## src/rtl/balance_robot_cascade_controller_macros.svh

```systemverilog
// Assertion macros for the balance controller.
// Plain header, no dependencies; included by the controller, which checks itself.
`ifndef BALANCE_ROBOT_CASCADE_CONTROLLER_MACROS_SVH
`define BALANCE_ROBOT_CASCADE_CONTROLLER_MACROS_SVH

// Same-cycle implication, checking suspended while reset is held
`define BRCC_ASSERT_NOW(lbl, clk, rst_n, ante, cons, msg) \
    lbl: assert property (@(posedge clk) disable iff (!(rst_n)) (ante) |-> (cons)) \
        else $error(msg);

// Next-cycle implication, checking suspended while reset is held
`define BRCC_ASSERT_NEXT(lbl, clk, rst_n, ante, cons, msg) \
    lbl: assert property (@(posedge clk) disable iff (!(rst_n)) (ante) |=> (cons)) \
        else $error(msg);

`endif

```

## src/rtl/brcc_pkg.sv

```systemverilog
// Package for the balance controller: field widths, register codes,
// reset values, sequencer types. No dependencies.
`default_nettype none

package brcc_pkg;

    // fixed-point format of the speed state
    localparam int FRACTION_BITS_DEF = 8;

    // request and result field widths
    localparam int ANGLE_W = 17;
    localparam int RATE_W  = 16;
    localparam int COUNT_W = 16;
    localparam int DRIVE_W = 14;
    localparam int PWM_W   = 14;
    localparam int BIAS_W  = ANGLE_W + 1;
    localparam int SUM_W   = COUNT_W + 1;

    // configuration register widths
    localparam int CENTER_W   = 17;
    localparam int BKP_W      = 12;
    localparam int BKD_W      = 16;
    localparam int SKP_W      = 10;
    localparam int SKI_W      = 16;
    localparam int OLIM_W     = 13;
    localparam int TLIM_W     = 16;
    localparam int POFF_W     = 12;
    localparam int CFG_DATA_W = 17;
    localparam int CFG_IDX_W  = 3;

    // configuration reset values
    localparam int CENTER_RST = 0;
    localparam int BKP_RST    = 800;
    localparam int BKD_RST    = 819;
    localparam int SKP_RST    = 90;
    localparam int SKI_RST    = 128;
    localparam int OLIM_RST   = 6900;
    localparam int TLIM_RST   = 10240;
    localparam int POFF_RST   = 2500;

    // serial multiplier: 16-bit multiplier operand, one 4-bit digit per cycle
    localparam int MUL_W    = 16;
    localparam int DIGIT_W  = 4;
    localparam int N_DIGITS = MUL_W / DIGIT_W;
    localparam int CNT_W    = $clog2(N_DIGITS);

    // filter and loop constants
    localparam int FILT_OLD       = 205;
    localparam int FILT_NEW       = 51;
    localparam int FILT_SHIFT     = 8;
    localparam int BAL_SHIFT      = 8;
    localparam int INTEGRAL_LIMIT = 10000;

    typedef enum logic [CFG_IDX_W-1:0] {
        CFG_CENTER_ANGLE = 3'd0,
        CFG_BALANCE_KP   = 3'd1,
        CFG_BALANCE_KD   = 3'd2,
        CFG_SPEED_KP     = 3'd3,
        CFG_SPEED_KI     = 3'd4,
        CFG_OUTPUT_LIMIT = 3'd5,
        CFG_TILT_LIMIT   = 3'd6,
        CFG_PWM_OFFSET   = 3'd7
    } t_cfg_idx;

    typedef enum logic [3:0] {
        ST_IDLE,
        ST_LOAD,
        ST_MUL,
        ST_COMB,
        ST_ROUND,
        ST_INTEG,
        ST_DRIVE,
        ST_CLAMP,
        ST_OUT
    } t_state;

    // which product the shared multiplier is working on
    typedef enum logic [2:0] {
        PR_FILT_OLD,
        PR_FILT_NEW,
        PR_BAL_P,
        PR_BAL_D,
        PR_VEL_P,
        PR_VEL_I
    } t_prod;

endpackage

`default_nettype wire

```

## src/rtl/balance_robot_cascade_controller.sv

```systemverilog
// Balance controller: PD tilt loop and PI wheel-speed loop on a shared
// digit-serial multiplier. Uses brcc_pkg and the assertion macro header.
//
// Usage:
//   Request channel i_valid/o_ready carries tilt angle, gyro rate and the two
//   encoder counts; one result (drive value, direction, PWM compare, stop
//   flag) comes back on o_valid/i_ready for every request.
//   Configuration is written through i_cfg_we/i_cfg_idx/i_cfg_data, one
//   register per write; the user must write only while no request is in
//   flight, as the block itself does not enforce it. A new request is taken
//   only in idle, once the last result has moved to the output register.
//   The run is set by the one multiplier: six products, each taking one
//   operand load, four 4-bit gain digits and one combine step, plus three
//   rounding steps and the integral, drive, clamp and output stages.
//   Reset (synchronous, active low) restores the default gains and limits
//   and clears the filtered speed and the speed integral.
//   A result waits in the output register while i_ready is low; the block
//   still accepts and works on the next request, and holds it in its last
//   stage until the output register is free.
`default_nettype none
`include "balance_robot_cascade_controller_macros.svh"

module balance_robot_cascade_controller
    import brcc_pkg::*;
#(
    parameter int FRACTION_BITS = FRACTION_BITS_DEF
) (
    input  logic                       i_clk,
    input  logic                       i_rst_n,
    // configuration write port
    input  logic                       i_cfg_we,
    input  logic [CFG_IDX_W-1:0]       i_cfg_idx,
    input  logic [CFG_DATA_W-1:0]      i_cfg_data,
    // request channel
    input  logic                       i_valid,
    output logic                       o_ready,
    input  logic signed [ANGLE_W-1:0]  i_tilt_angle,
    input  logic signed [RATE_W-1:0]   i_tilt_rate,
    input  logic signed [COUNT_W-1:0]  i_left_count,
    input  logic signed [COUNT_W-1:0]  i_right_count,
    // result channel
    output logic                       o_valid,
    input  logic                       i_ready,
    output logic signed [DRIVE_W-1:0]  o_drive_value,
    output logic                       o_reverse,
    output logic [PWM_W-1:0]           o_pwm_compare,
    output logic                       o_stopped
);

    // state and datapath widths follow from the fraction bits
    localparam int FILT_W      = FRACTION_BITS + 18;
    localparam int INTEG_W     = FRACTION_BITS + 16;
    localparam int INTEG_SUM_W = FRACTION_BITS + 19;
    localparam int MC_W        = FILT_W;
    localparam int PROD_W      = MC_W + 1 + MUL_W;
    localparam int PART_W      = MC_W + DIGIT_W + 1;
    localparam int SH_MAX      = (FRACTION_BITS > BAL_SHIFT) ? FRACTION_BITS : BAL_SHIFT;
    localparam int ACC_W       = PROD_W + SH_MAX + 1;
    localparam int VEL_SHIFT   = FRACTION_BITS + BAL_SHIFT;

    localparam logic signed [INTEG_SUM_W-1:0] INTEG_LIM =
        INTEG_SUM_W'(longint'(INTEGRAL_LIMIT) << FRACTION_BITS);
    localparam logic signed [INTEG_SUM_W-1:0] INTEG_LIM_NEG = -INTEG_LIM;

    localparam logic signed [ACC_W-1:0] MASK_FILT =
        {{(ACC_W-FILT_SHIFT){1'b0}}, {FILT_SHIFT{1'b1}}};
    localparam logic signed [ACC_W-1:0] MASK_BAL =
        {{(ACC_W-BAL_SHIFT){1'b0}}, {BAL_SHIFT{1'b1}}};
    localparam logic signed [ACC_W-1:0] MASK_VEL =
        {{(ACC_W-VEL_SHIFT){1'b0}}, {VEL_SHIFT{1'b1}}};

    localparam logic [CNT_W-1:0] CNT_LAST = CNT_W'(N_DIGITS - 1);

    // configuration registers
    logic signed [CENTER_W-1:0] r_center;
    logic [BKP_W-1:0]           r_bkp;
    logic [BKD_W-1:0]           r_bkd;
    logic [SKP_W-1:0]           r_skp;
    logic [SKI_W-1:0]           r_ski;
    logic [OLIM_W-1:0]          r_olim;
    logic [TLIM_W-1:0]          r_tlim;
    logic [POFF_W-1:0]          r_poff;

    // sequencer
    t_state           r_state, n_state;
    t_prod            r_prod, n_prod;
    logic [CNT_W-1:0] r_cnt, n_cnt;

    // loop state
    logic signed [FILT_W-1:0]  r_filt, n_filt;
    logic signed [INTEG_W-1:0] r_integ, n_integ;

    // latched request
    logic signed [BIAS_W-1:0]  r_bias, n_bias;
    logic signed [RATE_W-1:0]  r_rate, n_rate;
    logic signed [SUM_W-1:0]   r_sum, n_sum;
    logic signed [ANGLE_W-1:0] r_angle, n_angle;

    // serial multiplier: parallel multiplicand, multiplier shifted out a digit a cycle
    logic signed [MC_W-1:0]  r_md, n_md;
    logic [MUL_W-1:0]        r_mr, n_mr;
    logic signed [MC_W:0]    r_ph, n_ph;
    logic [MUL_W-1:0]        r_pl, n_pl;
    logic signed [PART_W-1:0] mul_part, mul_sum;
    logic signed [PROD_W-1:0] prod;
    logic signed [ACC_W-1:0]  prod_ext;

    // accumulation, rounding and drive
    logic signed [ACC_W-1:0]       r_acc, n_acc;
    logic signed [ACC_W-1:0]       r_bal, n_bal;
    logic signed [ACC_W-1:0]       rnd_mask, rnd_sum;
    logic signed [INTEG_SUM_W-1:0] integ_sum;
    logic signed [ACC_W-1:0]       lim_pos, lim_neg;
    logic signed [BIAS_W-1:0]      tlim_pos, tlim_neg, angle_ext;
    logic signed [DRIVE_W-1:0]     r_drive, n_drive;
    logic                          r_stop, n_stop;
    logic [DRIVE_W-1:0]            drive_mag;

    // result register
    logic                      r_ovalid;
    logic signed [DRIVE_W-1:0] r_odrive;
    logic                      r_orev;
    logic [PWM_W-1:0]          r_opwm;
    logic                      r_ostop;

    logic in_acc;
    logic out_load;

    assign o_ready  = (r_state == ST_IDLE);
    assign in_acc   = i_valid && o_ready;
    assign out_load = (r_state == ST_OUT) && (!r_ovalid || i_ready);

    // one digit step of the multiplier, and the finished product
    assign mul_part = r_md * $signed({1'b0, r_mr[DIGIT_W-1:0]});
    assign mul_sum  = PART_W'(r_ph) + mul_part;
    assign prod     = $signed({r_ph, r_pl});
    assign prod_ext = ACC_W'(prod);

    // round toward zero: bias negative values up before the arithmetic shift
    always_comb begin
        case (r_prod)
            PR_FILT_NEW: rnd_mask = MASK_FILT;
            PR_BAL_D:    rnd_mask = MASK_BAL;
            PR_VEL_I:    rnd_mask = MASK_VEL;
            default:     rnd_mask = '0;
        endcase
        rnd_sum = r_acc + (r_acc[ACC_W-1] ? rnd_mask : '0);
    end

    assign integ_sum = INTEG_SUM_W'(r_integ) + INTEG_SUM_W'(r_filt);
    assign lim_pos   = ACC_W'({1'b0, r_olim});
    assign lim_neg   = -lim_pos;
    assign tlim_pos  = BIAS_W'({1'b0, r_tlim});
    assign tlim_neg  = -tlim_pos;
    assign angle_ext = BIAS_W'(r_angle);
    assign drive_mag = r_drive[DRIVE_W-1] ? DRIVE_W'(-r_drive) : r_drive;

    // next state of the sequencer
    always_comb begin
        n_state = r_state;
        n_prod  = r_prod;
        n_cnt   = r_cnt;
        case (r_state)
            ST_IDLE: begin
                if (in_acc) begin
                    n_state = ST_LOAD;
                    n_prod  = PR_FILT_OLD;
                end
            end
            ST_LOAD: begin
                n_state = ST_MUL;
                n_cnt   = '0;
            end
            ST_MUL: begin
                if (r_cnt == CNT_LAST) begin
                    n_state = ST_COMB;
                    n_cnt   = '0;
                end else begin
                    n_cnt = r_cnt + CNT_W'(1);
                end
            end
            ST_COMB: begin
                case (r_prod)
                    PR_FILT_OLD: begin
                        n_state = ST_LOAD;
                        n_prod  = PR_FILT_NEW;
                    end
                    PR_BAL_P: begin
                        n_state = ST_LOAD;
                        n_prod  = PR_BAL_D;
                    end
                    PR_VEL_P: begin
                        n_state = ST_LOAD;
                        n_prod  = PR_VEL_I;
                    end
                    PR_FILT_NEW, PR_BAL_D, PR_VEL_I: n_state = ST_ROUND;
                    default: n_state = ST_IDLE;
                endcase
            end
            ST_ROUND: begin
                case (r_prod)
                    PR_FILT_NEW: n_state = ST_INTEG;
                    PR_BAL_D: begin
                        n_state = ST_LOAD;
                        n_prod  = PR_VEL_P;
                    end
                    PR_VEL_I: n_state = ST_DRIVE;
                    default:  n_state = ST_IDLE;
                endcase
            end
            ST_INTEG: begin
                n_state = ST_LOAD;
                n_prod  = PR_BAL_P;
            end
            ST_DRIVE: n_state = ST_CLAMP;
            ST_CLAMP: n_state = ST_OUT;
            ST_OUT: begin
                if (out_load) begin
                    n_state = ST_IDLE;
                end
            end
            default: n_state = ST_IDLE;
        endcase
    end

    // datapath next values per stage
    always_comb begin
        n_bias  = r_bias;
        n_rate  = r_rate;
        n_sum   = r_sum;
        n_angle = r_angle;
        n_md    = r_md;
        n_mr    = r_mr;
        n_ph    = r_ph;
        n_pl    = r_pl;
        n_acc   = r_acc;
        n_bal   = r_bal;
        n_filt  = r_filt;
        n_integ = r_integ;
        n_drive = r_drive;
        n_stop  = r_stop;
        case (r_state)
            ST_IDLE: begin
                if (in_acc) begin
                    n_bias  = BIAS_W'(i_tilt_angle) - BIAS_W'(r_center);
                    n_rate  = i_tilt_rate;
                    n_sum   = SUM_W'(i_left_count) + SUM_W'(i_right_count);
                    n_angle = i_tilt_angle;
                end
            end
            ST_LOAD: begin
                // pick operands for the product in hand
                n_ph = '0;
                n_pl = '0;
                case (r_prod)
                    PR_FILT_OLD: begin
                        n_md = MC_W'(r_filt);
                        n_mr = MUL_W'(FILT_OLD);
                    end
                    PR_FILT_NEW: begin
                        n_md = MC_W'(r_sum);
                        n_mr = MUL_W'(FILT_NEW);
                    end
                    PR_BAL_P: begin
                        n_md = MC_W'(r_bias);
                        n_mr = MUL_W'(r_bkp);
                    end
                    PR_BAL_D: begin
                        n_md = MC_W'(r_rate);
                        n_mr = MUL_W'(r_bkd);
                    end
                    PR_VEL_P: begin
                        n_md = MC_W'(r_filt);
                        n_mr = MUL_W'(r_skp);
                    end
                    PR_VEL_I: begin
                        n_md = MC_W'(r_integ);
                        n_mr = MUL_W'(r_ski);
                    end
                    default: begin
                        n_md = '0;
                        n_mr = '0;
                    end
                endcase
            end
            ST_MUL: begin
                // add one digit's partial product, shift a digit into the low half
                n_ph = mul_sum[PART_W-1:DIGIT_W];
                n_pl = {mul_sum[DIGIT_W-1:0], r_pl[MUL_W-1:DIGIT_W]};
                n_mr = r_mr >> DIGIT_W;
            end
            ST_COMB: begin
                case (r_prod)
                    PR_FILT_OLD: n_acc = prod_ext;
                    PR_FILT_NEW: n_acc = r_acc + (prod_ext <<< FRACTION_BITS);
                    PR_BAL_P:    n_acc = prod_ext;
                    PR_BAL_D:    n_acc = r_acc + prod_ext;
                    PR_VEL_P:    n_acc = prod_ext <<< BAL_SHIFT;
                    PR_VEL_I:    n_acc = r_acc + prod_ext;
                    default:     n_acc = r_acc;
                endcase
            end
            ST_ROUND: begin
                case (r_prod)
                    PR_FILT_NEW: n_filt = FILT_W'(rnd_sum >>> FILT_SHIFT);
                    PR_BAL_D:    n_bal  = rnd_sum >>> BAL_SHIFT;
                    PR_VEL_I:    n_acc  = rnd_sum >>> VEL_SHIFT;
                    default:     n_acc  = r_acc;
                endcase
            end
            ST_INTEG: begin
                // integrate the filtered speed with saturation
                if (integ_sum > INTEG_LIM) begin
                    n_integ = INTEG_W'(INTEG_LIM);
                end else if (integ_sum < INTEG_LIM_NEG) begin
                    n_integ = INTEG_W'(INTEG_LIM_NEG);
                end else begin
                    n_integ = INTEG_W'(integ_sum);
                end
            end
            ST_DRIVE: begin
                n_acc = r_bal - r_acc;
            end
            ST_CLAMP: begin
                if (r_acc > lim_pos) begin
                    n_drive = DRIVE_W'(lim_pos);
                end else if (r_acc < lim_neg) begin
                    n_drive = DRIVE_W'(lim_neg);
                end else begin
                    n_drive = DRIVE_W'(r_acc);
                end
                // tilt check uses the raw angle, not the centred one
                n_stop = (angle_ext > tlim_pos) || (angle_ext < tlim_neg);
            end
            default: begin
                n_acc = r_acc;
            end
        endcase
    end

    // control registers, configuration and loop state
    always_ff @(posedge i_clk) begin
        if (!i_rst_n) begin
            r_state  <= ST_IDLE;
            r_prod   <= PR_FILT_OLD;
            r_cnt    <= '0;
            r_ovalid <= 1'b0;
            r_filt   <= '0;
            r_integ  <= '0;
            r_center <= CENTER_W'(CENTER_RST);
            r_bkp    <= BKP_W'(BKP_RST);
            r_bkd    <= BKD_W'(BKD_RST);
            r_skp    <= SKP_W'(SKP_RST);
            r_ski    <= SKI_W'(SKI_RST);
            r_olim   <= OLIM_W'(OLIM_RST);
            r_tlim   <= TLIM_W'(TLIM_RST);
            r_poff   <= POFF_W'(POFF_RST);
        end else begin
            r_state <= n_state;
            r_prod  <= n_prod;
            r_cnt   <= n_cnt;
            r_filt  <= n_filt;
            r_integ <= n_integ;
            if (out_load) begin
                r_ovalid <= 1'b1;
            end else if (i_ready) begin
                r_ovalid <= 1'b0;
            end
            if (i_cfg_we) begin
                case (t_cfg_idx'(i_cfg_idx))
                    CFG_CENTER_ANGLE: r_center <= i_cfg_data[CENTER_W-1:0];
                    CFG_BALANCE_KP:   r_bkp    <= i_cfg_data[BKP_W-1:0];
                    CFG_BALANCE_KD:   r_bkd    <= i_cfg_data[BKD_W-1:0];
                    CFG_SPEED_KP:     r_skp    <= i_cfg_data[SKP_W-1:0];
                    CFG_SPEED_KI:     r_ski    <= i_cfg_data[SKI_W-1:0];
                    CFG_OUTPUT_LIMIT: r_olim   <= i_cfg_data[OLIM_W-1:0];
                    CFG_TILT_LIMIT:   r_tlim   <= i_cfg_data[TLIM_W-1:0];
                    CFG_PWM_OFFSET:   r_poff   <= i_cfg_data[POFF_W-1:0];
                    default: ;
                endcase
            end
        end
    end

    // payload registers
    always_ff @(posedge i_clk) begin
        r_bias  <= n_bias;
        r_rate  <= n_rate;
        r_sum   <= n_sum;
        r_angle <= n_angle;
        r_md    <= n_md;
        r_mr    <= n_mr;
        r_ph    <= n_ph;
        r_pl    <= n_pl;
        r_acc   <= n_acc;
        r_bal   <= n_bal;
        r_drive <= n_drive;
        r_stop  <= n_stop;
        if (out_load) begin
            r_odrive <= r_drive;
            r_ostop  <= r_stop;
            r_orev   <= r_stop ? 1'b0 : r_drive[DRIVE_W-1];
            r_opwm   <= r_stop ? '0 : (PWM_W'(drive_mag) + PWM_W'(r_poff));
        end
    end

    assign o_valid       = r_ovalid;
    assign o_drive_value = r_odrive;
    assign o_reverse     = r_orev;
    assign o_pwm_compare = r_opwm;
    assign o_stopped     = r_ostop;

    // checks
    `BRCC_ASSERT_NEXT(a_accept_starts, i_clk, i_rst_n, i_valid && o_ready, r_state == ST_LOAD && r_prod == PR_FILT_OLD, "accepted request did not start the filter product")
    `BRCC_ASSERT_NOW(a_stop_blanks, i_clk, i_rst_n, o_valid && o_stopped, !o_reverse && o_pwm_compare == '0, "stopped result carries direction or PWM")
    `BRCC_ASSERT_NOW(a_dir_sign, i_clk, i_rst_n, o_valid && !o_stopped, o_reverse == o_drive_value[DRIVE_W-1], "direction bit disagrees with drive sign")
    `BRCC_ASSERT_NOW(a_integ_range, i_clk, i_rst_n, 1'b1, INTEG_SUM_W'(r_integ) <= INTEG_LIM && INTEG_SUM_W'(r_integ) >= INTEG_LIM_NEG, "speed integral beyond its clamp")
    `BRCC_ASSERT_NOW(a_cnt_idle, i_clk, i_rst_n, r_state != ST_MUL, r_cnt == '0, "digit counter running outside the multiply")

endmodule

`default_nettype wire
```

## config.mk

```make
export PLATFORM = sky130hd
export DESIGN_NAME = balance_robot_cascade_controller
export DESIGN_NICKNAME = d
export VERILOG_FILES = /design/src/rtl/brcc_pkg.sv /design/src/rtl/balance_robot_cascade_controller.sv
export VERILOG_INCLUDE_DIRS = /design/src /design/src/rtl
export SDC_FILE = /design/constraint.sdc
export NUM_CORES = 2
export LEC_CHECK = 0
export BUFFER_PORTS_ARGS = -buffer_cell sky130_fd_sc_hd__buf_2
export CAP_MARGIN = 20
export CORE_UTILIZATION = 40
export CTS_CLUSTER_DIAMETER = 200
export DETAILED_ROUTE_END_ITERATION = 12
export HOLD_SLACK_MARGIN = 0.08
export PLACE_DENSITY = 0.57
export SYNTH_ARGS = -nofsm -noshare
export SYNTH_HDL_FRONTEND = slang
export SYNTH_SLANG_ARGS = --single-unit
```

## constraint.sdc

```tcl
create_clock -name i_clk -period 7.5 [get_ports i_clk]
set_clock_uncertainty 0.05 [all_clocks]
set_input_delay 0.375 -clock i_clk [delete_from_list [all_inputs] [get_ports i_clk]]
set_output_delay 0.375 -clock i_clk [all_outputs]
set_load 0.05 [all_outputs]
```

# Word-level counts from Yosys, hierarchy flattened
# Cells that the tools add are included.
[word_totals]
regBits = 466
in_bits = 90
word_cells = 140
[classes]
reduce_logical = 32
order_cmp = 6
eq_ne = 28
multipliers = 1
n_mux = 29
addsub = 13
[ops]
columns = ["cell", "n"]
rows = [
  ["$pmux 52 s4", 1],
  ["$pmux 52 s3", 1],
  ["$pmux 26 s5", 1],
  ["$mux 52", 2],
  ["$pmux 16 s2", 3],
  ["$pmux 16 s6", 1],
  ["$pmux 27 s2", 1],
  ["$add 52x43->52", 1],
  ["$add 52x51->52", 1],
  ["$add 52x52->52", 1],
  ["$gt 52x14->1", 1],
  ["$lt 52x52->1", 1],
  ["$neg 13->52", 1],
  ["$sub 44x52->52", 1],
  ["$mux 24", 2],
  ["$pmux 4 s9", 1],
  ["$add 27x31->31", 1],
  ["$mul 26x5->31", 1],
  ["$mux 14", 2],
  ["$add 24x26->27", 1],
  ["$gt 27x23->1 const B", 1],
  ["$lt 27x23->1 const B", 1],
  ["$reduce_and 2->1", 11],
  ["$eq 3x3->1 const B", 6],
  ["40 further kinds", 65],
]

# Depth between registers and ports, before layout
[logic_depth]
ltp_word = 7
depth_mapped = 21
mapped_depth_nobuf = 19

# Worst setup path before layout
# Ideal clock, no wire load.
[synth_path]
kind = "register to register"
startpoint = "reg r_olim[0]"
endpoint = "reg r_drive[10] (data pin)"
stages_incl_launch_ff = 22
slack_ns = 2.031
path_buffers = 3
setup_time_ns = 0.276
period_less_slack_ns = 5.469
arrival_ns = 5.143
cell_sequence = "dfxtp_1 -> nor3_1 -> nand3_1 -> or3_1 -> or3_1 -> or3_1 -> clkbuf_1 -> nor3_1 -> ha_1 -> a21o_1 -> a21o_1 -> a211o_1 -> o211ai_1 -> a21oi_1 -> a2111oi_0 -> a21oi_1 -> mux2i_1 -> and2_1 -> buf_2 -> buf_2 -> mux2i_1 -> a22oi_1"
[synth_via]
elab_chain_cells = 4
[synth_lines]
columns = ["element", "line", "source"]
rows = [
  ["start, declared", "balance_robot_cascade_controller.sv:80", "logic [OLIM_W-1:0] r_olim;"],
  ["start signal, assigned", "balance_robot_cascade_controller.sv:355", "r_olim <= OLIM_W'(OLIM_RST);"],
  ["start signal, assigned", "balance_robot_cascade_controller.sv:376", "CFG_OUTPUT_LIMIT: r_olim <= i_cfg_data[OLIM_W-1:0];"],
  ["$neg 13->52", "balance_robot_cascade_controller.sv:152", "assign lim_neg = -lim_pos;"],
  ["$lt 52x52->1", "balance_robot_cascade_controller.sv:327", "end else if (r_acc < lim_neg) begin"],
  ["$mux 14", "balance_robot_cascade_controller.sv:327", ""],
  ["$mux 13 (*)", "balance_robot_cascade_controller.sv:325", "if (r_acc > lim_pos) begin"],
  ["end signal, assigned", "balance_robot_cascade_controller.sv:397", "r_drive <= n_drive;"],
  ["end, declared", "balance_robot_cascade_controller.sv:115", "logic signed [DRIVE_W-1:0] r_drive, n_drive;"],
]
# Mark *: on every way between the ends. The rest lies on a longest branch, timed or not.
# A chain may end at the register's enable or synchronous reset.

# Worst setup path after layout
[layout_path]
startpoint = "reg r_olim[0]"
endpoint = "reg r_drive[3] (data pin)"
# The elaborated chain is that of the path after synthesis.

==> reports/qor.txt <==
final setup violation count -> 0
GRT Resource Usage Total -> 0.252
Synth Warn # -> 0
period utilisation layout -> 0.856
pwr dens -> 439 nW/um2
CP arrival -> 6.76 ns
Synth Cell Area -> 38,700 um2
Static Leakage -> 0.0179 uW
share of layout cells above drive strength 1 -> 0.0700
TritonCTS buffer count -> 54
core footprint -> 95,400 um2
VDD IR max -> 0.460 mV
io pins -> 122
port bufs -> 121
post-CTS sizing -> 0
sequential fraction of the synthesis area -> 0.317
DRC Markers -> 0
largest net degree at the start of global routing -> 112
CTS Buffer Depth -> 3
maximum clock frequency -> 0.156 GHz
Max-slew headroom -> 0.262
HPWL Detailed -> 95.6 mm
synthesis-to-finish area growth -> 11.2%
Worst Setup End Kind -> flop
Syn Area/Cell -> 8.71 um2
clock latency on the worst-skew pair -> 0.64 ns
Seq cells post-synth -> 466
Setup Buffers After CTS -> 0
Mapped Cells -> 4,444
effective utilization at floorplan -> 0.406
Die X -> 313 um
Buf+Inv Stages, Crit Path -> 1
setup TNS -> 0 ns
setup slack at placement -> 1.09 ns
antenna cells -> 0
clock slew at reported path FFs -> 0.06 ns
Slew Limit Fails -> 0
Detailed Routing Iterations Pass 1 -> 6
Seq. cell area -> 12,300 um2
first-pass GRT wire length -> 192 mm
final worst slack -> 1.08 ns
Final Hold Fails -> 0
Worst setup SP type -> flop
initial antenna violation count -> 1
Top Family by Delay on Critical Path -> simple AND/OR/NAND/NOR gates
height of the die -> 313 um
RSZ-0062 raised after global routing -> false
wire per inst -> 21.6 um
slowest CP cell -> and2_1
DRT antenna net count -> 0
Clock Sinks -> 466
GRT Residual Overflow -> 0
CTS tree -> done
most used cell, CP -> or3_1
NumNets Final -> 5,103
syn_nets -> 5,005
DRT Wirelength -> 127 mm
fill count -> 9,354
Iter 0 DRT Violations -> 3,018
area of the multi-input gates -> 24,400 um2
hold-fix buffers at CTS -> 50
die area -> 98,000 um2
main area contributors after synthesis -> edfxtp_1, ha_1, dfxtp_1, nand2_1, fa_1
Via density -> 5.74
CP required -> 7.84 ns
crit path cell chain -> nor3_1 -> nand3_1 -> or3_1 -> or3_1 -> or3_1 -> nor3_1 -> ha_1 -> a21o_1 -> a21o_1 -> a21oi_1 -> o21ai_0 -> a31o_2 -> a2111oi_0 -> a21oi_1 -> mux2i_1 -> buf_4 -> and2_1 -> a21boi_0 -> o2bb2a_1
CP peak stage delay -> 0.64 ns
Yosys top cell area share -> 0.228
Vias -> 33,601
max-cap violations -> 0
Post-synth ARST share -> 0
Routability Congestion -> 0.951
Root Buffer -> clkbuf_16
Final min period -> 6.42 ns
Yosys top cell by area -> edfxtp_1
htree depth -> 2
type of the worst min-delay path -> input pin to flop
row cnt -> 113
Worst-Margin Slew -> 1.09 ns
outcome -> completed
EDFF count, synth -> 294
CP Class -> flop to flop
Post-synth top flop -> edfxtp_1
vias in the first global route -> 31,495
CP Max Fanout -> 14
post-synth cell types -> 89
## layer usage
metal	global-route usage	vias up	part of all wire
li1	-	16270	-
met2	0.394	1067	0.44
met1	0.364	16085	0.46
met4	0.0756	0	0.031
met5	0	-	0
met3	0.0279	179	0.063
## kinds of logic after synthesis
group	share of synthesized area
xor gates and xnor gates	0.0627
adders and majority gates	0.169
buffers and inverters	0.0530
AOI/OAI and AO/OA	0.220
DFF	0.317
and+or+nand+nor	0.167
muxes	0.0115
## layout make-up
class	count	area share
Tap cell	1265	0.0368
Clock buffer	78	0.0371
Timing Repair Buffer	220	0.0348
Sequential cell	466	0.285
Multi-Input combinational cell	3444	0.568
Inverter	356	0.0310
Clock inverter	24	0.00755
## report_power, final
part,total (uW),switching (uW),internal [uW]
Clock,2870,1170,1700
Combinational,11800,6960,4890
Sequential,4200,792,3410
## final timing paths
kind | startpoint | endpoint | slack [ns] | cells after the start
hold / removal | i_cfg_data[7] | r_bkd[7] | 0.12 | 3
setup reg to reg | r_olim[0] | r_drive[3] | 1.08 | 19
setup / recovery | r_olim[0] | r_drive[3] | 1.08 | 19
hold reg to reg | r_bkd[5] | r_bkd[5] | 0.41 | 2
## registers in the layout (all words and copies together), names as in the netlist, 14 cells and up
| signal | flops |
|---|---|
| r_ph | 27 |
| r_md | 26 |
| r_sum | 17 |
| r_bkd | 16 |
| r_rate | 16 |
| r_pl | 16 |
| r_filt | 26 |
| r_tlim | 16 |
| r_bias | 18 |
| r_acc | 52 |
| r_drive | 14 |
| r_center | 17 |
| o_drive_value | 14 |
| r_mr | 16 |
| r_bal | 44 |
| r_angle | 17 |
| r_ski | 16 |
| r_integ | 24 |
| o_pwm_compare | 14 |
## cell usage in the layout (no fill, tap or decap), types with 17 or more instances in the layout
cell	n
nor3_1	96
o21bai_1	28
nand2_1	529
inv_1	350
clkbuf_16	58
nand4_1	64
a31oi_1	38
buf_2	120
nor2_1	267
and2_1	89
a211oi_1	49
o21a_1	61
or3_1	24
o21ai_0	231
nand2b_1	29
a21o_1	117
and3_1	37
mux2i_1	32
buf_4	46
o31ai_1	17
dlygate4sd3_1	50
ha_1	385
o211ai_1	35
nor4_1	31
o221ai_1	20
xnor2_1	187
nand3_1	93
edfxtp_1	294
dfxtp_1	168
nor2b_1	51
xor2_1	90
a21oi_1	325
fa_1	86
a22oi_1	54
a21boi_0	108
a221oi_1	53
## worst register-to-register path, cell delays in order, from the launching register on
cell and delay [ns]:
dfxtp_1 0.34, nor3_1 0.42, nand3_1 0.26, or3_1 0.42, or3_1 0.39, or3_1 0.51, nor3_1 0.60, ha_1 0.38
a21o_1 0.18, a21o_1 0.17, a21oi_1 0.13, o21ai_0 0.11, a31o_2 0.27, a2111oi_0 0.33, a21oi_1 0.14, mux2i_1 0.16
buf_4 0.17, and2_1 0.64, a21boi_0 0.19, o2bb2a_1 0.31
## stage by stage
step | area [um2] | power (uW) | std cells | hold slack [ns] | utilization
finish | 43100 | 18900 | 5853 | 0.116 | 0.451
global route | 43100 | 20700 | 5853 | 0.101 | 0.451
CTS | 43000 | 18900 | 5851 | 0.0832 | 0.451
detailed placement | 40600 | 15900 | 5699 | 0.403 | 0.426
global placement | 40600 | 15900 | 5697 | 0.394 | 0.425
floorplan | 38700 | 13000 | 4444 | 0.385 | -
## Yosys cell counts (all sizes together), types with 97 or more instances
cell and n:
nand2 530, ha 385, inv 353, a21oi 325, edfxtp 294, nor2 273
o21ai 239, xnor2 187, dfxtp 172, clkbuf 153, a21o 117, a21boi 109
nor3 97
Note: power is estimated with default switching activity, not from simulation.
